<file path="config.mk">
export PLATFORM = sky130hd
export DESIGN_NAME = vl2n_ctrl
export DESIGN_NICKNAME = d
export VERILOG_FILES = /design/src/rtl/vl2n_pkg.sv /design/src/rtl/vl2n_ctrl.sv
export SDC_FILE = /design/constraint.sdc
export NUM_CORES = 1
export LEC_CHECK = 0
export ABC_AREA = 1
export BUFFER_PORTS_ARGS = -buffer_cell sky130_fd_sc_hd__buf_2
export CORE_AREA = 2 2 39 41
export CTS_CLUSTER_DIAMETER = 150
export DETAILED_ROUTE_END_ITERATION = 10
export DIE_AREA = 0 0 41 43
export GPL_ROUTABILITY_DRIVEN = 0
export PLACE_DENSITY = 0.5
export SLEW_MARGIN = 20
export SYNTH_ARGS = -nofsm -noshare
export SYNTH_HDL_FRONTEND = slang
export SYNTH_SLANG_ARGS = --single-unit
</file>
<file path="constraint.sdc">
create_clock -name clk_i -period 1.35 [get_ports clk_i]
set_clock_uncertainty 0.05 [all_clocks]
set_input_delay 0.135 -clock clk_i [delete_from_list [all_inputs] [get_ports clk_i]]
set_output_delay 0.135 -clock clk_i [all_outputs]
set_load 0.05 [all_outputs]
</file>
<file path="src/rtl/vl2n_pkg.sv">
// Shared types and constants for the vector L2 normaliser.
// Used by the controller, the datapath and its arithmetic units.
`default_nettype none

package vl2n_pkg;

  localparam int unsigned SUM_W        = 40;            // running sum of squares
  localparam int unsigned NORM_W       = 20;            // integer square root of the sum
  localparam int unsigned OUT_W        = 16;            // Q1.15 result
  localparam int unsigned SQRT_STEPS   = SUM_W / 2;     // one root digit per step
  localparam int unsigned SQRT_CNT_W   = $clog2(SQRT_STEPS);
  localparam int unsigned SQRT_REM_W   = NORM_W + 2;
  localparam int unsigned DIV_STEPS    = OUT_W - 1;     // fraction bits of the quotient
  localparam int unsigned DIV_CNT_W    = $clog2(DIV_STEPS);

  localparam logic [SUM_W-1:0] SUM_MAX   = '1;
  localparam logic [OUT_W-1:0] QUOT_SAT  = 16'h8000;
  localparam logic [OUT_W-1:0] POS_MAX   = 16'h7FFF;

  // stream kind codes
  localparam logic MODE_PUSH    = 1'b0;
  localparam logic MODE_POP     = 1'b1;
  localparam logic STATUS_OK    = 1'b0;
  localparam logic STATUS_EMPTY = 1'b1;

  typedef struct packed {
    logic push_load;   // take a pushed element, square it
    logic sum_add;     // add the registered square to the sum
    logic sqrt_start;  // start the root of the sum
    logic div_start;   // start dividing the read element by the norm
    logic out_load;    // load the output register
    logic out_empty;   // the loaded beat is an empty-status reply
  } vl2n_cmd_t;

  typedef struct packed {
    logic pop_ok;      // a finished vector has an unread element
    logic last_pend;   // the pushed element closed its vector
    logic sqrt_done;
    logic div_done;
    logic out_free;    // the output register can take a beat
  } vl2n_sts_t;

endpackage

`default_nettype wire

</file>
<file path="src/rtl/vl2n_ctrl.sv">
// Controller state machine: sequences push, root, read, divide and reply steps.
// Depends on vl2n_pkg for the command and status structs.
`default_nettype none

module vl2n_ctrl import vl2n_pkg::*; (
  input  wire logic      clk_i,
  input  wire logic      rst_ni,
  input  wire logic      in_valid_i,
  input  wire logic      in_mode_i,
  output      logic      in_ready_o,
  input  wire vl2n_sts_t sts_i,
  output      vl2n_cmd_t cmd_o
);

  typedef enum logic [2:0] {
    S_IDLE,
    S_ADD,
    S_ROOT_GO,
    S_ROOT_WAIT,
    S_READ,
    S_DIV_WAIT,
    S_REPLY
  } state_e;

  state_e state_q;
  logic   empty_q;
  logic   accept;

  assign in_ready_o = (state_q == S_IDLE);
  assign accept     = in_valid_i && in_ready_o;

  always_comb begin
    cmd_o            = '0;
    cmd_o.push_load  = accept && (in_mode_i == MODE_PUSH);
    cmd_o.sum_add    = (state_q == S_ADD);
    cmd_o.sqrt_start = (state_q == S_ROOT_GO);
    cmd_o.div_start  = (state_q == S_READ);
    cmd_o.out_load   = (state_q == S_REPLY) && sts_i.out_free;
    cmd_o.out_empty  = empty_q;
  end

  always_ff @(posedge clk_i or negedge rst_ni) begin
    if (!rst_ni) begin
      state_q <= S_IDLE;
      empty_q <= 1'b0;
    end else begin
      case (state_q)
        S_IDLE: begin
          if (accept) begin
            if (in_mode_i == MODE_PUSH) begin
              state_q <= S_ADD;
            end else if (sts_i.pop_ok) begin
              empty_q <= 1'b0;
              state_q <= S_READ;
            end else begin
              empty_q <= 1'b1;
              state_q <= S_REPLY;
            end
          end
        end
        S_ADD: begin
          state_q <= sts_i.last_pend ? S_ROOT_GO : S_IDLE;
        end
        S_ROOT_GO: begin
          state_q <= S_ROOT_WAIT;
        end
        S_ROOT_WAIT: begin
          if (sts_i.sqrt_done) begin
            state_q <= S_IDLE;
          end
        end
        S_READ: begin
          state_q <= S_DIV_WAIT;
        end
        S_DIV_WAIT: begin
          if (sts_i.div_done) begin
            state_q <= S_REPLY;
          end
        end
        S_REPLY: begin
          if (sts_i.out_free) begin
            state_q <= S_IDLE;
          end
        end
        default: begin
          state_q <= S_IDLE;
        end
      endcase
    end
  end

  a_div_only_in_wait : assert property (@(posedge clk_i) disable iff (!rst_ni)
    sts_i.div_done |-> state_q == S_DIV_WAIT)
    else $error("divider finished outside its wait state");

  a_root_only_in_wait : assert property (@(posedge clk_i) disable iff (!rst_ni)
    sts_i.sqrt_done |-> state_q == S_ROOT_WAIT)
    else $error("root finished outside its wait state");

  a_pop_reads_first : assert property (@(posedge clk_i) disable iff (!rst_ni)
    accept && in_mode_i == MODE_POP && sts_i.pop_ok |=> state_q == S_READ)
    else $error("valid pop did not go to the memory read");

endmodule

`default_nettype wire

</file>
[Word-level counts from Yosys, hierarchy flattened]
Cells that the tools add are included.
Storage, ports and cells
  bits in registers: 4
  logic and storage cells: 28
  input bits: 9
  output and inout port bits: 7
Operators by class
  eq/ne operators: 10
  muxes and demuxes: 9
  bitwise gates (word level): 1
  reduce and logical (&&, ||, !) cells: 6
Operators by type and width (count)
  case mux 3 bit (7 select lines): 1
  2-to-1 mux 3 bit: 5
  equality test 3 bit, second input constant: 3
  equality test 3 x 2 -> 1 bit, second input constant: 2
  inequality test 2 bit, second input constant: 3
  2-to-1 mux 2 bit: 2
  AND reduction 4 bit: 1
  equality test 3 x 1 -> 1 bit, second input constant: 1
  logical AND 1 bit: 3
  zero test 3 bit: 1
  AND reduction 3 bit: 1
  inequality test 2 x 1 -> 1 bit, second input constant: 1
  2-to-1 mux 1 bit: 1
  inverter 1 bit: 1

[Longest topological paths before layout]
Gate-level depths: netlist of the first run.
  word-level depth: 4
  depth in mapped cells: 9
  mapped depth without buffers: 8

[Worst setup path before layout of the first run]
OpenSTA, ideal clock, no wires.
  kind: reg2out
  from: register state_q[1]
  to: output port cmd_o[5] (netlist bit)
  setup slack: -635 ps
  path buffers: 1
  stages on the path, launching flop included: 5
  data required time: 1165 ps
  arrival time: 1800 ps
  cells stage by stage: dfrtp_1 buf_6 nor3_4 nand2_1 nor2_1
RTL lines
  from (decl): line vl2n_ctrl.sv:25  | state_e state_q;
  from (signal assigned): line vl2n_ctrl.sv:62  | state_q <= sts_i.last_pend ? S_ROOT_GO : S_IDLE;
  to (decl): line vl2n_ctrl.sv:12  | output vl2n_cmd_t cmd_o

==> summary.md, run 1 <==
| Metric | Value |
|---|---|
| Die width | 41 um |
| Remaining DRCs | 0 |
| Hold Path Class | input port to flop |
| Setup TNS Final | -0.170 ns |
| Internal power | 803 uW |
| Outcome | finished, violations left |
| Drt via density | 4.44 |
| Yosys cell types | 16 |
| Layout cells sized above 1 | 0.540 |
| CORE AREA | 0.00138 mm^2 |
| Sw frac | 0.536 |
| First-pass GRT wire length | 1.70 mm |
| IO Pins | 16 |
| # clock sinks | 4 |
| Clock root cell | clkbuf_4 |
| Worst endpoint data arrival time | 1.23 ns |
| Seq/Total Area, Yosys | 0.254 |
| Area delta synth->final | 65.7% |
| Ys async rst share | 1.00 |
| DRT met1 WL | 471 um |
| Total CTS buffers | 3 |
| Final WS setup | -0.0639 ns |
| Critical path's top delay family | flip-flops |
| Layout fillers | 151 |
| WL met3 | 48 um |
| Violated checks | setup timing |
| Crit share post-route | 1.05 |
| YS warnings | 0 |
| Max-Cap Viols | 0 |
| CP Max Fanout | 5 |
| Post-Syn Instances | 63 |
| Startpoint Class | flop |
| Vias in the first global route | 403 |
| Setup violations, final | 5 |
| CP cell instances | nor3_4, nand2_2, nor2_4, buf_8 |
| Clk_lat worst skew | 0.23 ns |
| Clock power frac | 0.086 |
| Sw power | 927 uW |
| GR Overflow Total | 0 |
| Prevailing post-synth register cell | dfrtp_1 |
| Power Total | 1730 uW |
| Combinational share of power | 0.738 |
| Leak pwr | 0.000342 uW |
| Worst path slowest cell | dfrtp_2 |
| CP Capture Type | output pin |
| Final Core Density | 0.472 |
| Post-route ant nets | 0 |
| Syn Std Cell Area | 394 um^2 |
| Vias | 457 |
| Max frequency | 0.707 GHz |
| Largest net degree at the start of global routing | 7 |
| Die Ht | 43 um |
| Slowest stage delay, CP | 0.45 ns |
| Highest Signal Layer | met4 |
| Post-synth EDFFs | 0 |
| Worst slew pin tran | 0.248 ns |
| Final Max Tran Viols | 0 |
| DR pass1 iterations | 2 |
| Num rows | 14 |
| Final wirelength | 1.07 mm |
| Crit path time final | 1.41 ns |
| Number of I/O port buffers | 15 |
| Nets | 98 |
| Power density cells | 2650 mW/mm^2 |
| Relative slew margins | 0.836 |
| CTS tree | yes |
| Top post-synthesis cells by area | dfrtp_1 (25%), nand2_1 (16%), buf_6 (8.6%) |
| Count leader, synth | nand2_1 |
| DP HPWL | 757 um |
| Met2 wire length | 535 um |
| Share of power burned in registers | 0.176 |
| Die area | 0.00176 mm^2 |
| Starting Density | 0.285 |
| Post-Syn Area per Cell | 6.26 um^2 |
| Syn Nets | 72 |
| CTS max path bufs | 2 |
| Initial antenna violation count | 0 |
| Critical setup path kind | flop to output pin |
| Top post-synthesis cells by count | nand2_1 (17), inv_1 (8), nor2_1 (8) |
| RSZ-0062 raised after global routing | true |
| Critical Path RT | 1.16 ns |
| Clock transition at path regs | 0.04 ns |
| Area leader, netlist | dfrtp_1 |
| Ant. Diodes | 0 |
| Crit path buf inv count | 1 |
| Per-cell routed wire length | 10.3 um |
| Synth Register Bits | 4 |
| DRT iter0 DRCs | 1 |
| Final hold vios | 0 |
| Maximum vdd ir drop | 1400 uV |
| Htree depth | 1 |
| Share of the synthesized area in the top cell type | 0.254 |
| WHS | 0.173 ns |
| GRT Overall Usage | 0.144 |
-- through the flow --
stage / setup slack, ns / area [um^2] / cells
2_1_floorplan: -0.250 / 414 / 63
4_1_cts: -0.0798 / 578 / 101
3_3_place_gp: 0.0119 / 505 / 95
3_5_place_dp: 0.0219 / 505 / 95
6_report: -0.0639 / 653 / 103
5_1_grt: -0.158 / 653 / 103
-- cells in the final DEF, fill, tap and decap left out --
master | synthesis | routed
a21oi_1 | 1 | 1
buf_2 | 0 | 10
buf_4 | 1 | 7
buf_6 | 3 | 5
buf_8 | 0 | 2
clkbuf_4 | 0 | 3
dfrtp_1 | 4 | 1
dfrtp_2 | 0 | 3
dlygate4sd3_1 | 0 | 1
inv_1 | 8 | 6
inv_2 | 2 | 4
nand2_1 | 17 | 16
nand2_2 | 2 | 3
nand3_1 | 6 | 5
nand3_2 | 1 | 1
nand3_4 | 0 | 1
nor2_1 | 8 | 5
nor2_2 | 2 | 3
nor2_4 | 0 | 2
nor3_4 | 1 | 3
o21ai_0 | 2 | 2
o21ai_1 | 3 | 3
-- power by group through the flow --
stage               sequential [uW]  combinational (uW)  clock (uW)
finish                          305                1280         149
global route                    314                1390         169
CTS                             306                1080         157
detailed placement              316                 961           0
global placement                314                 961           0
floorplan                       211                 895           0
-- cell families after synthesis --
| group | synth area share |
|---|---|
| buffers and inverters | 0.200 |
| AOI/OAI and AO/OA | 0.0762 |
| DFF | 0.254 |
| and+or+nand+nor | 0.470 |
-- metal layers --
metal,GRT usage,up-vias
li1,-,241
met4,0.100,0
met1,0.191,204
met5,0,-
met3,0.0314,2
met2,0.197,10
-- layout make-up --
cell class,count,area (um^2),share of cell area
Clock buffer,3,22.5,0.0345
Inverter,10,37.5,0.0575
Multi-Input combinational cell,45,270,0.414
Sequential cell,4,104,0.159
Tap cell,16,20.0,0.0307
Timing Repair Buffer,25,199,0.305
-- worst reg2reg max path, cell delays in order (launching register included) --
cell and delay [ns]:
dfrtp_2 0.47, buf_4 0.18, nor2_4 0.12, nand3_1 0.12, o21ai_1 0.13, o21ai_1 0.08
-- final timing paths --
| kind | start | to | slack (ns) | depth (start not counted) |
|---|---|---|---|---|
| max reg2reg | state_q[1]$_DFFE_PN0P_ | empty_q$_DFFE_PN0P_ | 0.09 | 5 |
| max in group asynchronous | rst_ni | state_q[0]$_DFFE_PN0P_ | 0.94 | 2 |
| max | state_q[0]$_DFFE_PN0P_ | cmd_o[5] | -0.06 | 4 |
| min in group asynchronous | rst_ni | empty_q$_DFFE_PN0P_ | 0.19 | 2 |
| min reg2reg | empty_q$_DFFE_PN0P_ | empty_q$_DFFE_PN0P_ | 0.47 | 2 |
| min | sts_i[4] | empty_q$_DFFE_PN0P_ | 0.17 | 4 |
-- timing repair --
action,in CTS,in global routing
setup buffers,2,2
gates resized for setup,13,15
hold endpoints to repair,4,0
pin swaps,1,1
gates cloned,0,0
endpoints found under the setup margin,6,9
hold buffers,1,0
-- registers in the layout (all words and copies together), names as in the netlist --
register  cells
state_q       3
empty_q       1
Note: power is estimated with default switching activity, not from simulation.
==> run 2, diff against run 1 <==
--- a/constraint.sdc
+++ b/constraint.sdc
@@ -3,3 +3,3 @@
 set_input_delay 0.135 -clock clk_i [delete_from_list [all_inputs] [get_ports clk_i]]
 set_output_delay 0.135 -clock clk_i [all_outputs]
-set_load 0.05 [all_outputs]
+set_load 0.005 [all_outputs]
==> run 2 against run 1 <==
Compared with the run above:
- the flow still finishes with violations (setup timing)
- utilization is 4.5 points lower
- wire length down 2.4%
- die area is the same
- first-iteration DRC count is 100% lower
- largest power group unchanged
==> summary.md, run 2 (same netlist as run 1, synthesis figures left out) <==
| Metric | Value |
|---|---|
| Total CTS buffers | 3 (unchanged) |
| Final WS setup | -0.0332 ns (+0.0306 ns) |
| Max frequency | 0.723 GHz (+2.2%) |
| Violated checks | setup timing |
| Regs by FF count | state_q x3, empty_q x1 |
| Crit path time final | 1.38 ns (-0.0306 ns) |
| Num rows | 14 (unchanged) |
| Final wirelength | 1.04 mm (-2.4%) |
| Worst slew pin tran | 0.197 ns (-0.0508 ns) |
| Startpoint Class | flop |
| HP Start | in_valid_i |
| Crit share post-route | 1.02 (-0.0227) |
| Drt via density | 4.60 (+3.6%) |
| Outcome | finished, violations left |
| Top reg by flops | state_q |
| Setup TNS Final | -0.0599 ns (+0.110 ns) |
| Critical setup path kind | flop to output pin |
| Remaining DRCs | 0 (unchanged) |
| Area delta synth->final | 49.8% |
| Per-cell routed wire length | 10.2 um (-1.5%) |
| Post-route ant nets | 0 (unchanged) |
| Die width | 41 um (unchanged) |
| Die area | 0.00176 mm^2 (unchanged) |
| Critical Path RT | 1.16 ns (about the same) |
| Clock root cell | clkbuf_4 |
| DP HPWL | 689 um (-8.9%) |
| Initial antenna violation count | 0 (unchanged) |
| Clk_lat worst skew | 0.24 ns (about the same) |
| Layout cells sized above 1 | 0.488 (-0.0519) |
| Most common cell after layout, fill and taps aside | nand2_1 |
| Final hold vios | 0 (unchanged) |
| Commonest cells after routing, fill and taps aside | nand2_1 (16), buf_2 (15), inv_1 (8), nor2_1 (6) |
| Number of I/O port buffers | 15 (unchanged) |
| CP Capture Type | output pin |
| Htree depth | 1 (unchanged) |
| Relative slew margins | 0.867 (+0.0314) |
| Clock transition at path regs | 0.04 ns (about the same) |
| Largest net degree at the start of global routing | 9 (+2) |
| RSZ-0062 raised after global routing | true |
| CP Max Fanout | 4 (-1) |
| Worst endpoint data arrival time | 1.20 ns (-0.03 ns) |
| CTS max path bufs | 2 (unchanged) |
| Vias in the first global route | 409 (+1.5%) |
| Setup violations, final | 2 (-3) |
| Nets | 97 (-1.0%) |
| CORE AREA | 0.00138 mm^2 (unchanged) |
| Crit path launch | state_q[2]$_DFFE_PN0P_ |
| Starting Density | 0.285 (unchanged) |
| Maximum vdd ir drop | 845 uV (-39%) |
| Hold Path Class | input port to flop |
| Final Core Density | 0.427 (-0.0452) |
| GRT Overall Usage | 0.137 (-0.00673) |
| DR pass1 iterations | 1 (-1) |
| GR Overflow Total | 0 (unchanged) |
| Max-Cap Viols | 0 (unchanged) |
| Ant. Diodes | 0 (unchanged) |
| Power density cells | 2260 mW/mm^2 (-15%) |
| Die Ht | 43 um (unchanged) |
| Leak pwr | 0.000340 uW (-0.82%) |
| Reg-to-reg critical path startpoint | state_q[2]$_DFFE_PN0P_ |
| First-pass GRT wire length | 1.61 mm (-4.9%) |
| # clock sinks | 4 (unchanged) |
| DRT iter0 DRCs | 0 (-1) |
| IO Pins | 16 (unchanged) |
| CTS tree | yes |
| Max FFs per register | 3 (unchanged) |
| Final Max Tran Viols | 0 (unchanged) |
| Place WS | 0.0555 ns (+0.0336 ns) |
| Vias | 469 (+2.6%) |
-- run 2: cell types whose count changed in the layout (fill, tap and decap cells not counted), sizes merged --
| cell | change |
|---|---|
| buf | -1 |
-- run 2: where the power goes --
| part | internal (uW) | total (uW) | switching (uW) |
|---|---|---|---|
| sequential | 190 | 285 | 94.8 |
| combinational | 429 | 899 | 471 |
| clock | 99.6 | 151 | 51.1 |
| total | 718 | 1330 | 617 |
-- run 2: repair_timing --
item	4_1_cts	5_1_grt
cloned	0	0
buffers inserted	6	1
hold buffers	1	0
gates resized for setup	5	10
pin swaps	1	2
endpoints found under the hold margin	4	0
endpoints found under the setup margin	5	7
-- run 2: final timing paths --
| check | slack [ns] | end | cells past startpoint |
|---|---|---|---|
| min | 0.15 | empty_q$_DFFE_PN0P_ | 3 |
| max reg2reg | 0.08 | state_q[2]$_DFFE_PN0P_ | 10 |
| max in group asynchronous | 0.93 | state_q[1]$_DFFE_PN0P_ | 2 |
| max | -0.03 | cmd_o[1] | 5 |
| min in group asynchronous | 0.18 | state_q[2]$_DFFE_PN0P_ | 2 |
| min reg2reg | 0.44 | empty_q$_DFFE_PN0P_ | 2 |
-- run 2: area by class of cell --
| class | instances | area, um^2 |
|---|---|---|
| clock buffer | 3 | 22.5 |
| sequential | 4 | 104 |
| inverter | 10 | 40.0 |
| tap | 16 | 20.0 |
| timing repair buffer | 24 | 156 |
| multi-input combinational | 45 | 248 |
| fill | 149 | 793 |
-- run 2: through the flow --
step           cell area, um^2  hold slack, ns  power, uW  instances
3_5_place_dp               455          -0.103        891         91
6_report                   591           0.151       1330        102
2_1_floorplan              394          -0.211        811         63
4_1_cts                    543           0.145       1210        101
3_3_place_gp               455          -0.104        896         91
5_1_grt                    591           0.172       1460        102
-- run 2: critical path: stages, from the launching register on --
cell and delay, ns:
dfrtp_2 0.38, buf_6 0.12, buf_6 0.11, nand2_4 0.05
nor3_2 0.16, buf_2 0.13
-- run 2: routing by layer --
metal / wire [um] / vias up / share of wire / track usage
met1: 416 / 210 / 0.40 / 0.167
li1: - / 240 / - / -
met5: 0 / - / 0 / 0
met2: 526 / 15 / 0.51 / 0.209
met3: 72 / 4 / 0.069 / 0.0157
met4: 24 / 0 / 0.023 / 0.100
==> run 3, diff against run 2 <==
- RECOVER_POWER: not set -> 25
==> run 3 against run 2 <==
Compared with the run above:
- the run still ends with setup timing left
- register-to-register slack about the same
- wire length is essentially flat
- hold slack unchanged
- cell count unchanged
- flip-flop and latch count unchanged
- clock power is essentially flat
- critical endpoint unchanged
- global-route usage unchanged
- setup slack unchanged
- die area did not move
==> summary.md, run 3 (same netlist as run 1, synthesis figures left out) <==
| Metric | Value |
|---|---|
| Cell mode on critical path | buf_6 |
| Total CTS buffers | 3 (unchanged) |
| Crit share post-route | 1.02 (unchanged) |
| Die Ht | 43 um (unchanged) |
| Worst path slowest cell | dfrtp_2 |
| Setup violations, final | 2 (unchanged) |
| Worst slew pin tran | 0.226 ns (+0.0290 ns) |
| Most common cell after layout, fill and taps aside | nand2_1 |
| First-pass GRT wire length | 1.61 mm (unchanged) |
| Top reg by flops | state_q |
| Final Core Density | 0.426 (-0.000904) |
| Remaining DRCs | 0 (unchanged) |
| Clock root cell | clkbuf_4 |
| Final WS setup | -0.0332 ns (unchanged) |
| Initial antenna violation count | 0 (unchanged) |
| Number of I/O port buffers | 15 (unchanged) |
| Clk_lat worst skew | 0.24 ns (about the same) |
| Post-route ant nets | 0 (unchanged) |
| Vias in the first global route | 409 (unchanged) |
| GRT Overall Usage | 0.137 (unchanged) |
| # clock sinks | 4 (unchanged) |
| IO Pins | 16 (unchanged) |
| Power Total | 1330 uW (about the same) |
| Crit path time final | 1.38 ns (unchanged) |
| Violated checks | setup timing |
| DRT iter0 DRCs | 0 (unchanged) |
| Leak pwr | 0.000337 uW (-0.81%) |
| Die area | 0.00176 mm^2 (unchanged) |
| Ant. Diodes | 0 (unchanged) |
| Final wirelength | 1.04 mm (about the same) |
| Num rows | 14 (unchanged) |
| CP Capture Type | output pin |
| Vias | 469 (unchanged) |
| Max frequency | 0.723 GHz (unchanged) |
| Starting Density | 0.285 (unchanged) |
| CTS tree | yes |
| Critical setup path kind | flop to output pin |
| Commonest cells after routing, fill and taps aside | nand2_1 (16), buf_2 (14), inv_1 (8), nor2_1 (6) |
| CORE AREA | 0.00138 mm^2 (unchanged) |
| Critical Path RT | 1.16 ns (about the same) |
| Final hold vios | 0 (unchanged) |
| Startpoint Class | flop |
| Max FFs per register | 3 (unchanged) |
| Per-cell routed wire length | 10.2 um (about the same) |
| Htree depth | 1 (unchanged) |
| GR Overflow Total | 0 (unchanged) |
| Largest net degree at the start of global routing | 9 (unchanged) |
| DR pass1 iterations | 1 (unchanged) |
| Critical path's top delay family | flip-flops |
| DP HPWL | 689 um (unchanged) |
| Power density cells | 2260 mW/mm^2 (+0.18%) |
| Drt via density | 4.60 (unchanged) |
| RSZ-0062 raised after global routing | true |
| Maximum vdd ir drop | 845 uV (about the same) |
| CP cell instances | buf_6, buf_6, nand2_4, nor3_2, buf_2 |
| Layout cells sized above 1 | 0.477 (-0.0116) |
| Max-Cap Viols | 0 (unchanged) |
| CP Max Fanout | 4 (unchanged) |
| Clock transition at path regs | 0.04 ns (about the same) |
| Area delta synth->final | 49.5% |
| Relative slew margins | 0.850 (-0.0180) |
| Critical Path Stages | 5 (unchanged) |
| Final Max Tran Viols | 0 (unchanged) |
| Outcome | finished, violations left |
| Regs by FF count | state_q x3, empty_q x1 |
| Nets | 97 (unchanged) |
| Crit path buf inv count | 3 (unchanged) |
| Hold Path Class | input port to flop |
| CTS max path bufs | 2 (unchanged) |
| Worst endpoint data arrival time | 1.20 ns (about the same) |
| Die width | 41 um (unchanged) |
| Slowest stage delay, CP | 0.38 ns (about the same) |
| Hold depth | 3 (unchanged) |
| R2r worst-path depth | 10 (unchanged) |
==> run 3: cell type report <==
type	instances	area (um^2)
multi-input combinational	45	248
sequential	4	104
inverter	10	40.0
clock buffer	3	22.5
fill	150	795
tap	16	20.0
timing repair buffer	24	155
==> run 3: report_power, final <==
part | switching (uW) | internal (uW)
Sequential | 94.8 | 190
Combinational | 471 | 428
Clock | 51.1 | 99.6
==> run 3: final timing paths <==
kind,from,endpoint,slack [ns]
max in group asynchronous,rst_ni,state_q[1]$_DFFE_PN0P_,0.83
worst max-delay path,state_q[2]$_DFFE_PN0P_,cmd_o[1],-0.03
worst min-delay path,in_valid_i,empty_q$_DFFE_PN0P_,0.15
worst max register to register,state_q[2]$_DFFE_PN0P_,state_q[2]$_DFFE_PN0P_,0.08
min in group asynchronous,rst_ni,state_q[2]$_DFFE_PN0P_,0.21
worst min register to register,empty_q$_DFFE_PN0P_,empty_q$_DFFE_PN0P_,0.44
==> run 3: routing by layer <==
| layer | global-route usage | vias to the layer above | wire [um] |
|---|---|---|---|
| met5 | 0 | - | 0 |
| met2 | 0.209 | 15 | 526 |
| met4 | 0.100 | 0 | 24 |
| met3 | 0.0157 | 4 | 72 |
| li1 | - | 240 | - |
| met1 | 0.167 | 210 | 415 |
==> run 3: what timing repair did <==
| action | CTS | global route |
|---|---|---|
| resized for setup | 5 | 10 |
| setup endpoints to repair | 5 | 7 |
| endpoints found under the hold margin | 4 | 0 |
| pin swaps | 1 | 2 |
| hold buffers | 1 | 0 |
| cloned | 0 | 0 |
| buffers inserted | 6 | 1 |
==> run 3: per-stage QoR <==
stage	hold slack (ns)	worst slack, ns	setup TNS (ns)	instance area, um^2	std cells
finish	0.151	-0.0332	-0.0599	589	102
detailed placement	-0.103	0.0555	0	455	91
floorplan	-0.211	0.241	0	394	63
global placement	-0.104	0.0905	0	455	91
global route	0.172	-0.0928	-0.322	589	102
CTS	0.145	-0.0293	-0.0683	543	101
==> run 3: worst min-delay path: stages <==
cell and delay (ns):
buf_2 0.07, inv_1 0.06, o21ai_1 0.12
